`src/sv/simplest_dyadic_between_unit_assert.svh`:
```
// Assertion macros shared by the simplest dyadic between unit.
`ifndef SIMPLEST_DYADIC_BETWEEN_UNIT_ASSERT_SVH
`define SIMPLEST_DYADIC_BETWEEN_UNIT_ASSERT_SVH
`ifndef ASSERT_OFF
`define SDB_ASSERT_IMP(label, clk, rst_n, ante, cons) \
    label: assert property (@(posedge clk) disable iff (!rst_n) (ante) |-> (cons)) \
        else $error("Same-cycle check failed.");
`define SDB_ASSERT_NXT(label, clk, rst_n, ante, cons) \
    label: assert property (@(posedge clk) disable iff (!rst_n) (ante) |=> (cons)) \
        else $error("Next-cycle check failed.");
`else
`define SDB_ASSERT_IMP(label, clk, rst_n, ante, cons)
`define SDB_ASSERT_NXT(label, clk, rst_n, ante, cons)
`endif
`endif

```
`src/sv/sdb_pkg.sv`:
```
// Shared constants and controller/datapath interface types.
package sdb_pkg;

    localparam int EXP_W = 5;
    localparam int RES_W = 33;

    typedef struct packed {
        logic load;
        logic prep;
        logic align;
        logic cmp;
        logic test;
        logic shift;
        logic fin;
    } t_sdb_cmd;

    typedef struct packed {
        logic normal;
        logic less;
        logic is_int;
        logic converged;
    } t_sdb_sts;

endpackage

```
`src/sv/sdb_dpath.sv`:
```
// Datapath: bound alignment, integer test and the bit-serial refinement shifter.
module sdb_dpath #(
    parameter int NUM_WIDTH = 32,
    parameter int EXP_MAX   = 30
) (
    input  logic                             i_clk,
    input  logic signed [NUM_WIDTH-1:0]      i_left_num,
    input  logic [sdb_pkg::EXP_W-1:0]        i_left_exp,
    input  logic signed [NUM_WIDTH-1:0]      i_right_num,
    input  logic [sdb_pkg::EXP_W-1:0]        i_right_exp,
    input  sdb_pkg::t_sdb_cmd                i_cmd,
    output sdb_pkg::t_sdb_sts                o_sts,
    output logic                             o_found,
    output logic signed [sdb_pkg::RES_W-1:0] o_result_num,
    output logic [sdb_pkg::EXP_W-1:0]        o_result_exp
);
    import sdb_pkg::*;

    localparam int EXP_TOP = (2 ** EXP_W) - 1;
    localparam int EMAX    = (EXP_MAX > EXP_TOP) ? EXP_TOP : EXP_MAX;
    localparam int AW      = NUM_WIDTH + EMAX + 1;
    localparam logic [EXP_W-1:0] EMAX_E = EXP_W'(EMAX);

    typedef enum logic [1:0] {
        CLS_NORMAL,
        CLS_ZERO,
        CLS_NONE
    } t_cls;

    logic [NUM_WIDTH-1:0] r_ln;
    logic [NUM_WIDTH-1:0] r_rn;
    logic [EXP_W-1:0]     r_le;
    logic [EXP_W-1:0]     r_re;
    logic [NUM_WIDTH-1:0] r_a;
    logic [NUM_WIDTH-1:0] r_b;
    logic [EXP_W-1:0]     r_ea;
    logic [EXP_W-1:0]     r_eb;
    logic [EXP_W-1:0]     r_e;
    logic                 r_neg;
    t_cls                 r_cls;
    logic [AW-1:0]        r_wa;
    logic [AW-1:0]        r_wb;
    logic [NUM_WIDTH-1:0] r_fl;
    logic [NUM_WIDTH-1:0] r_fl1;
    logic [AW-1:0]        r_thr;
    logic                 r_less;
    logic                 r_int;
    logic [EXP_W:0]       r_rexp;

    logic [EXP_W-1:0]     n_le;
    logic [EXP_W-1:0]     n_re;
    logic                 ln_neg;
    logic                 rn_neg;
    logic                 rn_zero;
    logic [NUM_WIDTH-1:0] neg_ln;
    logic [NUM_WIDTH-1:0] neg_rn;
    t_cls                 n_cls;
    logic [AW-1:0]        emask;
    logic [RES_W-1:0]     mag;
    logic [RES_W-1:0]     snum;

    assign n_le    = (i_left_exp > EMAX_E) ? EMAX_E : i_left_exp;
    assign n_re    = (i_right_exp > EMAX_E) ? EMAX_E : i_right_exp;
    assign ln_neg  = r_ln[NUM_WIDTH-1];
    assign rn_neg  = r_rn[NUM_WIDTH-1];
    assign rn_zero = (r_rn == '0);
    assign neg_ln  = -r_ln;
    assign neg_rn  = -r_rn;
    assign emask   = ~({AW{1'b1}} << r_e);
    assign mag     = r_int ? RES_W'(r_fl1) : RES_W'(r_wb);
    assign snum    = r_neg ? -mag : mag;

    always_comb begin
        priority if (ln_neg && !rn_neg && !rn_zero) begin
            n_cls = CLS_ZERO;
        end else if (!ln_neg && rn_neg) begin
            n_cls = CLS_NONE;
        end else begin
            n_cls = CLS_NORMAL;
        end
    end

    assign o_sts.normal    = (r_cls == CLS_NORMAL);
    assign o_sts.less      = r_less;
    assign o_sts.is_int    = r_int;
    assign o_sts.converged = (r_wa[AW-1:1] == r_wb[AW-1:1]);

    always_ff @(posedge i_clk) begin
        if (i_cmd.load) begin
            r_ln <= i_left_num;
            r_rn <= i_right_num;
            r_le <= n_le;
            r_re <= n_re;
        end
        // Left bound negative: mirror around zero and negate the answer.
        if (i_cmd.prep) begin
            r_cls <= n_cls;
            r_e   <= (r_le > r_re) ? r_le : r_re;
            if (!ln_neg) begin
                r_a   <= r_ln;
                r_ea  <= r_le;
                r_b   <= r_rn;
                r_eb  <= r_re;
                r_neg <= 1'b0;
            end else begin
                r_a   <= neg_rn;
                r_ea  <= r_re;
                r_b   <= neg_ln;
                r_eb  <= r_le;
                r_neg <= 1'b1;
            end
        end
        if (i_cmd.align) begin
            r_wa <= AW'(r_a) << (r_e - r_ea);
            r_wb <= AW'(r_b) << (r_e - r_eb);
            r_fl <= r_a >> r_ea;
        end
        if (i_cmd.cmp) begin
            r_less <= (r_wa < r_wb);
            r_thr  <= (r_wa | emask) + AW'(1);
            r_fl1  <= r_fl + NUM_WIDTH'(1);
        end
        // The bounds become open odd numerators at one more bit of scale.
        if (i_cmd.test) begin
            r_int  <= (r_wb > r_thr);
            r_wa   <= {r_wa[AW-2:0], 1'b1};
            r_wb   <= (r_wb << 1) - AW'(1);
            r_rexp <= (EXP_W + 1)'(r_e) + (EXP_W + 1)'(1);
        end
        if (i_cmd.shift) begin
            r_wa   <= r_wa >> 1;
            r_wb   <= r_wb >> 1;
            r_rexp <= r_rexp - (EXP_W + 1)'(1);
        end
        if (i_cmd.fin) begin
            priority if (r_cls == CLS_ZERO) begin
                o_found      <= 1'b1;
                o_result_num <= '0;
                o_result_exp <= '0;
            end else if ((r_cls == CLS_NONE) || !r_less) begin
                o_found      <= 1'b0;
                o_result_num <= '0;
                o_result_exp <= '0;
            end else begin
                o_found      <= 1'b1;
                o_result_num <= snum;
                o_result_exp <= r_int ? '0 : r_rexp[EXP_W-1:0];
            end
        end
    end

endmodule

```
`src/sv/sdb_ctrl.sv`:
```
// Controller: sequences one word through the datapath and strobes the result.
`include "simplest_dyadic_between_unit_assert.svh"

module sdb_ctrl (
    input  logic              i_clk,
    input  logic              i_rst_n,
    input  logic              i_start,
    output logic              o_busy,
    output logic              o_done,
    output sdb_pkg::t_sdb_cmd o_cmd,
    input  sdb_pkg::t_sdb_sts i_sts
);
    import sdb_pkg::*;

    typedef enum logic [2:0] {
        S_IDLE,
        S_PREP,
        S_ALIGN,
        S_CMP,
        S_TEST,
        S_RUN,
        S_FIN
    } t_state;

    t_state r_state;
    t_state n_state;
    logic   r_busy;
    logic   r_done;
    logic   stop;

    assign stop = !i_sts.normal || !i_sts.less || i_sts.is_int || i_sts.converged;

    always_comb begin
        n_state = r_state;
        unique case (r_state)
            S_IDLE:  if (i_start) begin
                n_state = S_PREP;
            end
            S_PREP:  n_state = S_ALIGN;
            S_ALIGN: n_state = S_CMP;
            S_CMP:   n_state = S_TEST;
            S_TEST:  n_state = S_RUN;
            S_RUN:   if (stop) begin
                n_state = S_FIN;
            end
            S_FIN:   n_state = S_IDLE;
            default: n_state = S_IDLE;
        endcase
    end

    always_comb begin
        o_cmd       = '0;
        o_cmd.load  = (r_state == S_IDLE) && i_start;
        o_cmd.prep  = (r_state == S_PREP);
        o_cmd.align = (r_state == S_ALIGN);
        o_cmd.cmp   = (r_state == S_CMP);
        o_cmd.test  = (r_state == S_TEST);
        o_cmd.shift = (r_state == S_RUN) && !stop;
        o_cmd.fin   = (r_state == S_FIN);
    end

    always_ff @(posedge i_clk) begin
        if (!i_rst_n) begin
            r_state <= S_IDLE;
            r_busy  <= 1'b0;
            r_done  <= 1'b0;
        end else begin
            r_state <= n_state;
            r_busy  <= (n_state != S_IDLE);
            r_done  <= (r_state == S_FIN);
        end
    end

    assign o_busy = r_busy;
    assign o_done = r_done;

    `SDB_ASSERT_NXT(a_accept_busy, i_clk, i_rst_n, i_start && !o_busy, o_busy)
    `SDB_ASSERT_IMP(a_done_idle, i_clk, i_rst_n, o_done, !o_busy)
    `SDB_ASSERT_NXT(a_done_single, i_clk, i_rst_n, o_done, !o_done)
    `SDB_ASSERT_NXT(a_run_stop, i_clk, i_rst_n, (r_state == S_RUN) && stop, r_state == S_FIN)

endmodule

```
`src/sv/simplest_dyadic_between_unit.sv`:
```
// Top level of the simplest dyadic between unit.
// Finds the simplest dyadic rational strictly between two bounds num/2^exp and returns it
// reduced, with o_found low when the left bound is not below the right one. A word is taken
// when start is high and busy is low; the result appears on the o_ ports for exactly one
// cycle with o_done high and must be captured then, since the receiver cannot stall it.
// After the accepting edge the controller steps through the prep, align, compare, test,
// run and fin states; the time spent in run is set by the refinement shifter, which drops
// one bit of both scaled bounds per cycle until they share all but their lowest bit.
// A new word may be accepted in the cycle the strobe is high.
module simplest_dyadic_between_unit #(
    parameter int NUM_WIDTH = 32,
    parameter int EXP_MAX   = 30
) (
    input  logic                             i_clk,
    input  logic                             i_rst_n,
    input  logic                             start,
    output logic                             busy,
    input  logic signed [NUM_WIDTH-1:0]      i_left_num,
    input  logic [sdb_pkg::EXP_W-1:0]        i_left_exp,
    input  logic signed [NUM_WIDTH-1:0]      i_right_num,
    input  logic [sdb_pkg::EXP_W-1:0]        i_right_exp,
    output logic                             o_done,
    output logic                             o_found,
    output logic signed [sdb_pkg::RES_W-1:0] o_result_num,
    output logic [sdb_pkg::EXP_W-1:0]        o_result_exp
);
    import sdb_pkg::*;

    t_sdb_cmd cmd;
    t_sdb_sts sts;

    sdb_ctrl u_ctrl (
        .i_clk   (i_clk),
        .i_rst_n (i_rst_n),
        .i_start (start),
        .o_busy  (busy),
        .o_done  (o_done),
        .o_cmd   (cmd),
        .i_sts   (sts)
    );

    sdb_dpath #(
        .NUM_WIDTH (NUM_WIDTH),
        .EXP_MAX   (EXP_MAX)
    ) u_dpath (
        .i_clk        (i_clk),
        .i_left_num   (i_left_num),
        .i_left_exp   (i_left_exp),
        .i_right_num  (i_right_num),
        .i_right_exp  (i_right_exp),
        .i_cmd        (cmd),
        .o_sts        (sts),
        .o_found      (o_found),
        .o_result_num (o_result_num),
        .o_result_exp (o_result_exp)
    );

endmodule
```
`config.mk`:
```
export PLATFORM = sky130hd
export DESIGN_NAME = simplest_dyadic_between_unit
export DESIGN_NICKNAME = d
export VERILOG_FILES = /design/src/sv/sdb_pkg.sv /design/src/sv/sdb_dpath.sv /design/src/sv/sdb_ctrl.sv /design/src/sv/simplest_dyadic_between_unit.sv
export VERILOG_INCLUDE_DIRS = /design/src /design/src/sv
export SDC_FILE = /design/constraint.sdc
export NUM_CORES = 1
export LEC_CHECK = 0
export ABC_AREA = 1
export BUFFER_PORTS_ARGS = -buffer_cell sky130_fd_sc_hd__buf_2
export CELL_PAD_IN_SITES_DETAIL_PLACEMENT = 1
export CELL_PAD_IN_SITES_GLOBAL_PLACEMENT = 1
export CORE_MARGIN = 2
export CORE_UTILIZATION = 42
export DETAILED_ROUTE_END_ITERATION = 10
export MAX_ROUTING_LAYER = met4
export PLACE_DENSITY = 0.81
export SKIP_CTS_REPAIR_TIMING = 1
export SYNTH_ARGS = -nofsm -noshare
export SYNTH_HDL_FRONTEND = slang
export SYNTH_SLANG_ARGS = --single-unit
```
`constraint.sdc`:
```
create_clock -name i_clk -period 7.3 [get_ports i_clk]
set_clock_uncertainty 0.2 [all_clocks]
set_input_delay 0.73 -clock i_clk [delete_from_list [all_inputs] [get_ports i_clk]]
set_output_delay 0.73 -clock i_clk [all_outputs]
set_load 0.05 [all_outputs]
```
[Word level (Yosys, flattened, before mapping)]
Cells that the tools add are included.
Storage, ports and cells
  register bits: 461
  latch bits: 0
  RAM bits: 0
  memory bits (read-only): 0
  input port bits: 77
  logic and storage cells: 103
  memories kept: 0
Cells by class
  $add $sub $neg: 10
  multipliers: 0
  divide/modulo/power cells: 0
  order comparisons: 5
  eq/ne operators: 9
  shift operators: 4
  mux-type cells: 21
  bitwise gates (word level): 2
  reductions and logical operators: 24
Operators with widths (number)
  63-bit two-way mux: 4
  32-bit by 5-bit << shifter with 63-bit output: 2
  62-bit two-way mux: 2
  33-bit two-way mux: 2
  32-bit negation: 2
  63-bit by 1-bit adder with 63-bit output, second input constant: 1
  63-bit > comparator: 1
  63-bit < comparator: 1
  63-bit inverter: 1
  63-bit OR: 1
  63-bit by 5-bit << shifter with 63-bit output, first input constant: 1
  63-bit by 1-bit subtractor with 63-bit output, second input constant: 1
  62-bit equality test: 1
  33-bit negation: 1
  32-bit by 1-bit adder with 32-bit output, second input constant: 1
  32-bit zero test: 1
  32-bit two-way mux: 1
  32-bit by 5-bit >> shifter with 32-bit output: 1
  31-bit two-way mux: 1
  3-bit case mux with 6 select lines: 1
  5-bit two-way mux: 3
  6-bit two-way mux: 2
  5-bit > comparator, second input constant: 2
  5-bit subtractor: 2
  20 further kinds: 39

[Logic depth before layout (Yosys ltp)]
Gate-level depths: netlist of run 1.
  depth after elaboration: 8
  mapped depth: 16
  gate-level depth less buffers: 15

[Cells and area by module]
A second synthesis of run 1 with hierarchy kept.
Unflattened totals
  cell total of the unflattened synthesis: 4790
  area, all modules: 34737.1 sq um
By module, submodules not included
  sdb_dpath: times used 1, cells an instance 4744, area each 34450.5 sq um, seq. area each 13643.1 sq um
  sdb_ctrl: times used 1, cells an instance 46, area each 286.5 sq um, seq. area each 100.1 sq um

[Worst setup path before layout of run 1]
Ideal clock, no wire load.
  path type: flip-flop to flip-flop
  start: register u_ctrl.r_state[0]
  end: register u_ctrl.r_busy (netlist: u_ctrl.o_busy)
  setup time: 0.085 ns
  data arrival time: 6.881 ns
  slack: 0.134 ns
  stages on the path, launching flop included: 8
  path buffers: 0
  clock period less this slack: 7.166 ns
  cells stage by stage: dfxtp_1 > inv_1 > nor3_1 > or2_2 > inv_1 > nand2_1 > nand2_1 > nand3_1
Between the ends
  cells in the longest elaborated chain, start to end: 3
Ends and longest elaborated chain
  start: declaration: RTL line sdb_ctrl.sv:25  | t_state r_state;
  start signal: assignment: RTL line sdb_ctrl.sv:68  | r_state <= n_state;
  3-bit equality test (tied with other cells): RTL line sdb_ctrl.sv:35  | unique case (r_state)
  3-bit case mux with 6 select lines *: RTL line sdb_ctrl.sv:35
  3-bit nonzero test *: RTL line sdb_ctrl.sv:69  | r_busy <= (n_state != S_IDLE);
  end signal: assignment: RTL line sdb_ctrl.sv:69
  end: declaration: RTL line sdb_ctrl.sv:27  | logic r_busy;
Mark *: on every way between the ends. The rest lies on a longest branch, timed or not.
A chain may end at the register's enable or synchronous reset.

[Final worst setup path of run 1]
  start: register u_dpath.r_ea[1]
  end: register u_dpath.r_wa[62]
Between the ends
  cells in the longest elaborated chain, start to end: 4
Ends and longest elaborated chain
  start: declaration: RTL line sdb_dpath.sv:36  | logic [EXP_W-1:0] r_ea;
  start signal: assignment: RTL line sdb_dpath.sv:101  | r_ea <= r_le;
  start signal: assignment: RTL line sdb_dpath.sv:107  | r_ea <= r_re;
  5-bit subtractor: RTL line sdb_dpath.sv:114  | r_wa <= AW'(r_a) << (r_e - r_ea);
  32-bit by 5-bit << shifter with 63-bit output: RTL line sdb_dpath.sv:114
  63-bit two-way mux: RTL line sdb_dpath.sv:113  | if (i_cmd.align) begin
  63-bit two-way mux: RTL line sdb_dpath.sv:124  | if (i_cmd.test) begin
  end signal: assignment: RTL line sdb_dpath.sv:114
  end signal: assignment: RTL line sdb_dpath.sv:126  | r_wa <= {r_wa[AW-2:0], 1'b1};
  end signal: assignment: RTL line sdb_dpath.sv:131  | r_wa <= r_wa >> 1;
  end: declaration: RTL line sdb_dpath.sv:41  | logic [AW-1:0] r_wa;
Every way passes these cells. The select of a mux whose other input is x is not followed.

==> results by group, run 1 <==
Status
  – Status: finished clean

Place
  – Gp weighted congestion: 1.060
  – HPWL after detailed placement: 122,300 um
  – Area after DPL: 0.03660 mm^2
  – Place WS: ~2700 ps
  – # port buffers: 117

Floorplanning
  – Initial core utilization: 42.18%
  – Die height: a little under 300 um
  – Die width: 293.2 um
  – Die area: 0.08598 mm^2
  – Core Rows: 106
  – IO Pins: 118
  – Core Area: 0.08329 mm^2

Clock tree
  – TritonCTS buffer count: 55
  – CTS tree: built
  – Worst skew pair latency: 660 ps
  – Clock Sink Count: 460
  – Clock tree buffer depth: 3
  – CTS root buffer: clkbuf_16
  – H-tree Lvls: 2
  – Clock Pin Slew Worst Setup and Hold Paths: 60 ps

Finish
  – # nets final: 5,172
  – Final instance area: 0.03847 mm^2
  – Share of cells above drive strength 1: 7.415%
  – Area growth, synth to finish: 9.480%
  – Fillers: about 11,000
  – Seq. cell area: roughly 0.014 mm^2
  – Multi-input gate area: approximately 0.019 mm^2

Critical path
  – Critical Path Sink Type: flop
  – CP startpoint kind: flop
  – Launch point of the worst path: u_dpath.r_ea[1]
  – Reg2reg start: u_dpath.r_ea[1]
  – R2R depth: 9
  – WP data arrival: approximately 5000 ps
  – Max incr delay on CP: 960 ps
  – WS Path Type: reg -> reg
  – Crit-path slowest cell: edfxtp_1
  – CP required: 7690 ps
  – Crit-path most repeated cell: inv_1
  – Crit-path cells: inv_1 > fa_1 > buf_4 > clkinv_1 > nor2_1 > nand2_1 > nor4_1 > o21ai_0 > inv_1
  – Worst-path fanout max: 34

Timing
  – Final setup violation count: 0
  – Highest Clock Rate: 215.9 MHz
  – Hold slack final: roughly 49 ps
  – Final setup TNS: 0 ps
  – Final Hold Fails: 0
  – Least-Margin Pin Slew: 1111 ps
  – Unrepaired setup endpoints after global routing: false
  – Setup slack after layout: 2668 ps
  – Worst slew margin: 25.36%
  – Period Utilization, post-route: 63.45%
  – Max-slew violation count: 0
  – Min Tclk post-route: about 4600 ps

Synth
  – Total of warnings raised by yosys: 0
  – Share of the synthesized area in the top cell type: between 30% and 40%
  – Net Count, Synth: 5,149
  – Cell Area, Synth: 0.03513 mm^2
  – Mapped Cells: 4,921
  – Main synth FF type: edfxtp_1
  – Synthesized area per cell: 7.140 um^2
  – Sequential cell area fraction in the yosys report: 39.12%
  – Dominant cell type by area after synthesis: edfxtp_1
  – #FFs+latches synth: 460
  – Async S/R FF share, synth: 0%
  – Synth area leaders: edfxtp_1, nand2_1, nand3_1, nor2_1, ha_1
  – Distinct cells, synth: 52
  – Post-synth EDFFs: 453

Power
  – Seq pwr share: approximately a third
  – Clock Power Share: between 20% and 30%
  – P_sw: 0.005729 W
  – Comb power frac: 43.4%
  – Sw Ratio: a little under half
  – Leakage: 16.55 nW
  – Power Density: approximately 320 mW/mm^2
  – Pint: between 0.006 and 0.007 W
  – VDD IR-drop max: 195.0 uV
  – Total power: 0.01231 W

Route
  – Final WL: 154,600 um
  – Detailed-route DRC error count: 0
  – DR WL/cell: 25.46 um
  – Drt pass-1 iters: 6
  – Antenna-violating nets left: 0
  – DRT iter0 DRCs: 3,835
  – Vias per std cell: 5.971
  – DR vias: 36,260

Global route
  – GRT Total Usage: 36.40%
  – Initial antenna violation count: 5
  – Vias in the first global route: 35,610
  – Largest net degree at the start of global routing: 85
  – Global-route wire length before repair: about 230,000 um
  – Global route total overflow: 0

Worst hold path
  – HP Start: i_left_num[1]
  – Hold path cells: 1
  – Worst hold path type: in -> reg

Job
  – Maximum capacitance violations: 0
synthesized netlist by cell type, types with 7 or more instances:
master,instances
nand4_1,86
o21a_1,15
xor2_1,82
nand2_1,1449
ha_1,149
nand3b_1,7
or2_2,14
nor2_2,25
nor2_1,580
inv_2,17
o22ai_1,18
o21ai_0,313
nand3_1,653
xnor2_1,27
edfxtp_1,453
inv_1,460
nor4_1,16
a21oi_1,153
nor2_4,15
nor3_1,48
dfxtp_1,7
buf_1,8
buf_2,63
o21ai_1,22
clkbuf_1,108
o211ai_1,39
nand2_2,18
a31oi_1,7
metal layers:
| metal | track usage [%] | share of wire, % |
|---|---|---|
| met4 | 15.36 | 4.9 |
| met1 | 48.33 | 43 |
| met3 | 4.244 | 7.5 |
| met5 | - | 0 |
| met2 | 56.45 | 45 |
through the flow:
| stage | cells | utilization (%) |
|---|---|---|
| 3_3_place_gp | 5967 | 43.95 |
| 2_1_floorplan | 4921 | - |
| 3_5_place_dp | 5967 | 43.95 |
| 6_report | 6073 | 46.18 |
| 4_1_cts | 6070 | 46.17 |
| 5_1_grt | 6072 | 46.18 |
power by group through the flow:
stage / clock (W) / combinational [W] / sequential, W
2_1_floorplan: 0 / 0.00354 / 0.00378
3_3_place_gp: 0 / 0.00505 / 0.00410
3_5_place_dp: 0 / 0.00517 / 0.00411
4_1_cts: 0.00290 / 0.00521 / 0.00405
5_1_grt: 0.00298 / 0.00585 / 0.00409
6_report: 0.00288 / 0.00534 / 0.00409
flip-flops by register name (all words and copies together), names as in the netlist, 32 cells and up:
signal and count:
u_dpath.r_ln 32, u_dpath.r_a 32, u_dpath.r_fl 32, u_dpath.r_fl1 32, u_dpath.r_b 32, u_dpath.r_wb 63, u_dpath.o_result_num 33, u_dpath.r_wa 63
u_dpath.r_thr 63, u_dpath.r_rn 32
worst max-delay path, delay by kind of cell (launching register included):
kind,cells,cell delay (ps)
AND/OR/NAND/NOR,3,1130
buffers and inverters,4,1540
AO/OA/AOI/OAI,1,140
adder cells (fa/ha/maj),1,590
flip-flops,1,960
worst paths after layout:
check | endpoint | slack [ps]
worst min-delay path | u_dpath.r_ln[1] | 50
worst max-delay path | u_dpath.r_wa[62] | 2670
worst min register to register | u_dpath.r_fl1[31] | 350
worst max register to register | u_dpath.r_wa[62] | 2670
cell usage in the layout (no fill, tap or decap), drive strengths merged, types with 3 or more instances in the layout:
cell | synthesis | routed
o22ai | 18 | 18
nand2 | 1471 | 1471
nor4 | 16 | 16
nand3 | 658 | 658
inv | 477 | 481
nor2 | 621 | 621
or2 | 15 | 15
o21a | 15 | 15
diode | 0 | 3
clkinv | 4 | 32
dfxtp | 7 | 7
mux2i | 4 | 4
xor2 | 82 | 82
a22oi | 5 | 5
a21oi | 153 | 153
clkbuf | 108 | 60
clkinvlp | 0 | 5
o21bai | 7 | 7
a31oi | 7 | 7
bufinv | 0 | 6
nor3 | 54 | 54
xnor2 | 27 | 27
buf | 81 | 155
ha | 149 | 149
nand3b | 8 | 8
edfxtp | 453 | 453
o21ai | 341 | 341
nand4 | 86 | 86
o211ai | 39 | 39
and2 | 5 | 5
area by class of cell:
type,count,area share (%)
inverters,481,4.694
clock buffers,60,3.653
clock inverters,43,1.168
flip-flops and latches,460,35.73
multi-input cells,3791,48.93
repair buffers,155,2.296
diodes,3,0.01952
well taps,1080,3.513
logic make-up (layout without fill, tap and decap cells):
logic type	after synthesis	in the layout	share of synthesized area (%)
other cells	0	3	0
compound gates	591	591	9.277
mux	4	4	0.1140
flops	460	460	39.12
buf+inv	670	739	7.542
simple gates	2936	2936	35.81
xor+xnor	109	109	2.717
fa+ha+maj	151	151	5.420
No activity file was read; power rests on OpenSTA's default activity.
==> inputs of run 2 (changes only) <==
- CORE_UTILIZATION: 42 -> 47
- PLACE_DENSITY: 0.81 -> 0.86
- clock period: 7.3 -> 4.4 ns (I/O delays scaled with it)
==> results by group, run 2 (synthesis gave the netlist of run 1 again) <==
Timing
  – Final setup violation count: 0
  – Worst slew margin: 27.36%
  – Max-slew violation count: 0
  – Hold slack final: 101.1 ps
  – Final Hold Fails: 0
  – Min Tclk post-route: ~3800 ps
  – Final setup TNS: 0 ps
  – Least-Margin Pin Slew: roughly 1100 ps
  – Highest Clock Rate: ~260 MHz
  – Period Utilization, post-route: 85.95%
  – Unrepaired setup endpoints after global routing: false

Global route
  – GRT Total Usage: between 40% and 50%
  – Initial antenna violation count: 13
  – Largest net degree at the start of global routing: 105
  – Global-route wire length before repair: 237,600 um
  – Global route total overflow: 0
  – Vias in the first global route: between 30,000 and 40,000

Clock tree
  – Clock Sink Count: 460
  – Clock Pin Slew Worst Setup and Hold Paths: 70 ps
  – Worst skew pair latency: between 600 and 700 ps
  – CTS tree: built
  – CTS root buffer: clkbuf_16
  – Clock tree buffer depth: 3
  – H-tree Lvls: 2
  – TritonCTS buffer count: 55

Critical path
  – Reg2reg start: u_dpath.r_wb[32]
  – Crit-path slowest cell: edfxtp_1
  – Worst-path fanout max: 42
  – CP required: 4610 ps
  – Worst path top cell family by delay: simple AND/OR/NAND/NOR gates
  – CP Buf/Inv Count: 4
  – Crit-path most repeated cell: nand2_1
  – Critical Path Sink Type: flop
  – Worst reg-to-reg setup slack: 620 ps
  – R2R depth: 13
  – Setup crit end: u_dpath.r_wa[18]
  – Crit path depth: 13
  – Worst R2R End: u_dpath.r_wa[18]
  – Crit-path cells: inv_1 > ha_1 > nand2_1 > nor2_1 > nand4_1 > nor2_1 > nand2_1 > nand3_4 > inv_2 > buf_12 > nand2_1 > nand2_1 > inv_1
  – CP startpoint kind: flop
  – Launch point of the worst path: u_dpath.r_wb[32]
  – WS Path Type: reg -> reg
  – Max incr delay on CP: 760 ps
  – WP data arrival: between 3000 and 4000 ps

Status
  – Status: finished clean

Job
  – Maximum capacitance violations: 0

Place
  – Placed insts: 5,882
  – Gp weighted congestion: 1.030
  – Area after DPL: 0.03675 mm^2
  – HPWL after detailed placement: 127,900 um
  – # port buffers: 117

Finish
  – # nets final: 5,273
  – Post-route insts no fill: 6,072
  – Area growth, synth to finish: 12.50%
  – Final instance area: 0.03953 mm^2
  – Post-layout util: a little over half
  – Share of cells above drive strength 1: around 7.7%
  – Biggest regs: u_dpath.r_thr: 63 flops, u_dpath.r_wa: 63 flops, u_dpath.r_wb: 63 flops
  – Commonest non-fill, non-tap cell in the layout: nand2_1
  – Commonest cells after routing, fill and taps aside: nand2_1, nand3_1, nor2_1
  – Fillers: roughly 9,600

Floorplanning
  – Core Rows: 100
  – Die area: just under 0.08 mm^2
  – IO Pins: 118
  – Core Area: ~0.074 mm^2
  – Die height: approximately 280 um
  – Die width: ~280 um
  – Initial core utilization: 47.35%

Route
  – DR vias: 37,750
  – Drt pass-1 iters: 8
  – Vias per std cell: 6.216
  – DRT iter0 DRCs: 4,683
  – Final WL: 166,800 um
  – Antenna-violating nets left: 0
  – DR WL/cell: 27.46 um
  – Detailed-route DRC error count: 0

Worst hold path
  – Worst hold path type: in -> reg

Power
  – VDD IR-drop max: 416.5 uV
  – Leakage: 17.08 nW
  – Power Density: 537.5 mW/mm^2
## run 2: cell types whose count changed in the layout (fill, tap and decap cells not counted), moves of 2 or more
cell,change
dlygate4sd3_1,+75
buf_4,+19
diode_2,+9
buf_12,+7
bufinv_16,+7
clkinv_2,-4
clkinv_1,+2
## run 2: per-layer routing
metal  global-route usage (%)  wire length (um)
met1                    54.80             66370
met3                    8.178             16530
met2                    63.94             73970
met5                        -                 0
met4                    20.03              9889
## run 2: area by class of cell
class	instances	area (um^2)	area share (%)
Clock buffer	59	1391	3.520
Antenna cell	12	30.03	0.07597
Multi-Input combinational cell	3791	18830	47.63
Timing Repair Buffer	256	1917	4.850
Clock inverter	44	599.3	1.516
Sequential cell	460	13740	34.77
Tap cell	969	1212	3.067
Inverter	481	1805	4.568
## run 2: power by group
group          total, W  internal [W]  switching (W)
Sequential      0.00672       0.00579       0.000932
Clock           0.00520       0.00306        0.00214
Combinational   0.00932       0.00256        0.00676
## run 2: worst min-delay path by stage
stage / start / endpoint / slack, ps / cells past startpoint
2_1_floorplan: u_dpath.r_ln[31] / u_dpath.r_neg / 320 / 0
3_3_place_gp: u_dpath.r_rn[0] / u_dpath.r_a[0] / 350 / 2
3_5_place_dp: u_dpath.r_wb[62] / u_dpath.r_wb[62] / 360 / 2
4_1_cts: i_left_num[24] / u_dpath.r_ln[24] / -280 / 1
5_1_grt: start / u_ctrl.r_state[0] / 130 / 5
6_report: start / u_ctrl.r_state[0] / 100 / 5
## run 2: through the flow
stage	power [W]	setup slack, ps
floorplan	0.01211	521.1
finish	0.02125	618.2
CTS	0.02072	798.8
detailed placement	0.01555	794.2
global placement	0.01530	827.9
global route	0.02213	590.8
## run 2: worst reg2reg max path, delay by kind of cell (launching register included)
family	cells	cell delay (ps)
fa+ha+maj	1	340
buf+inv	4	1070
simple gates	8	1190
flops	1	760
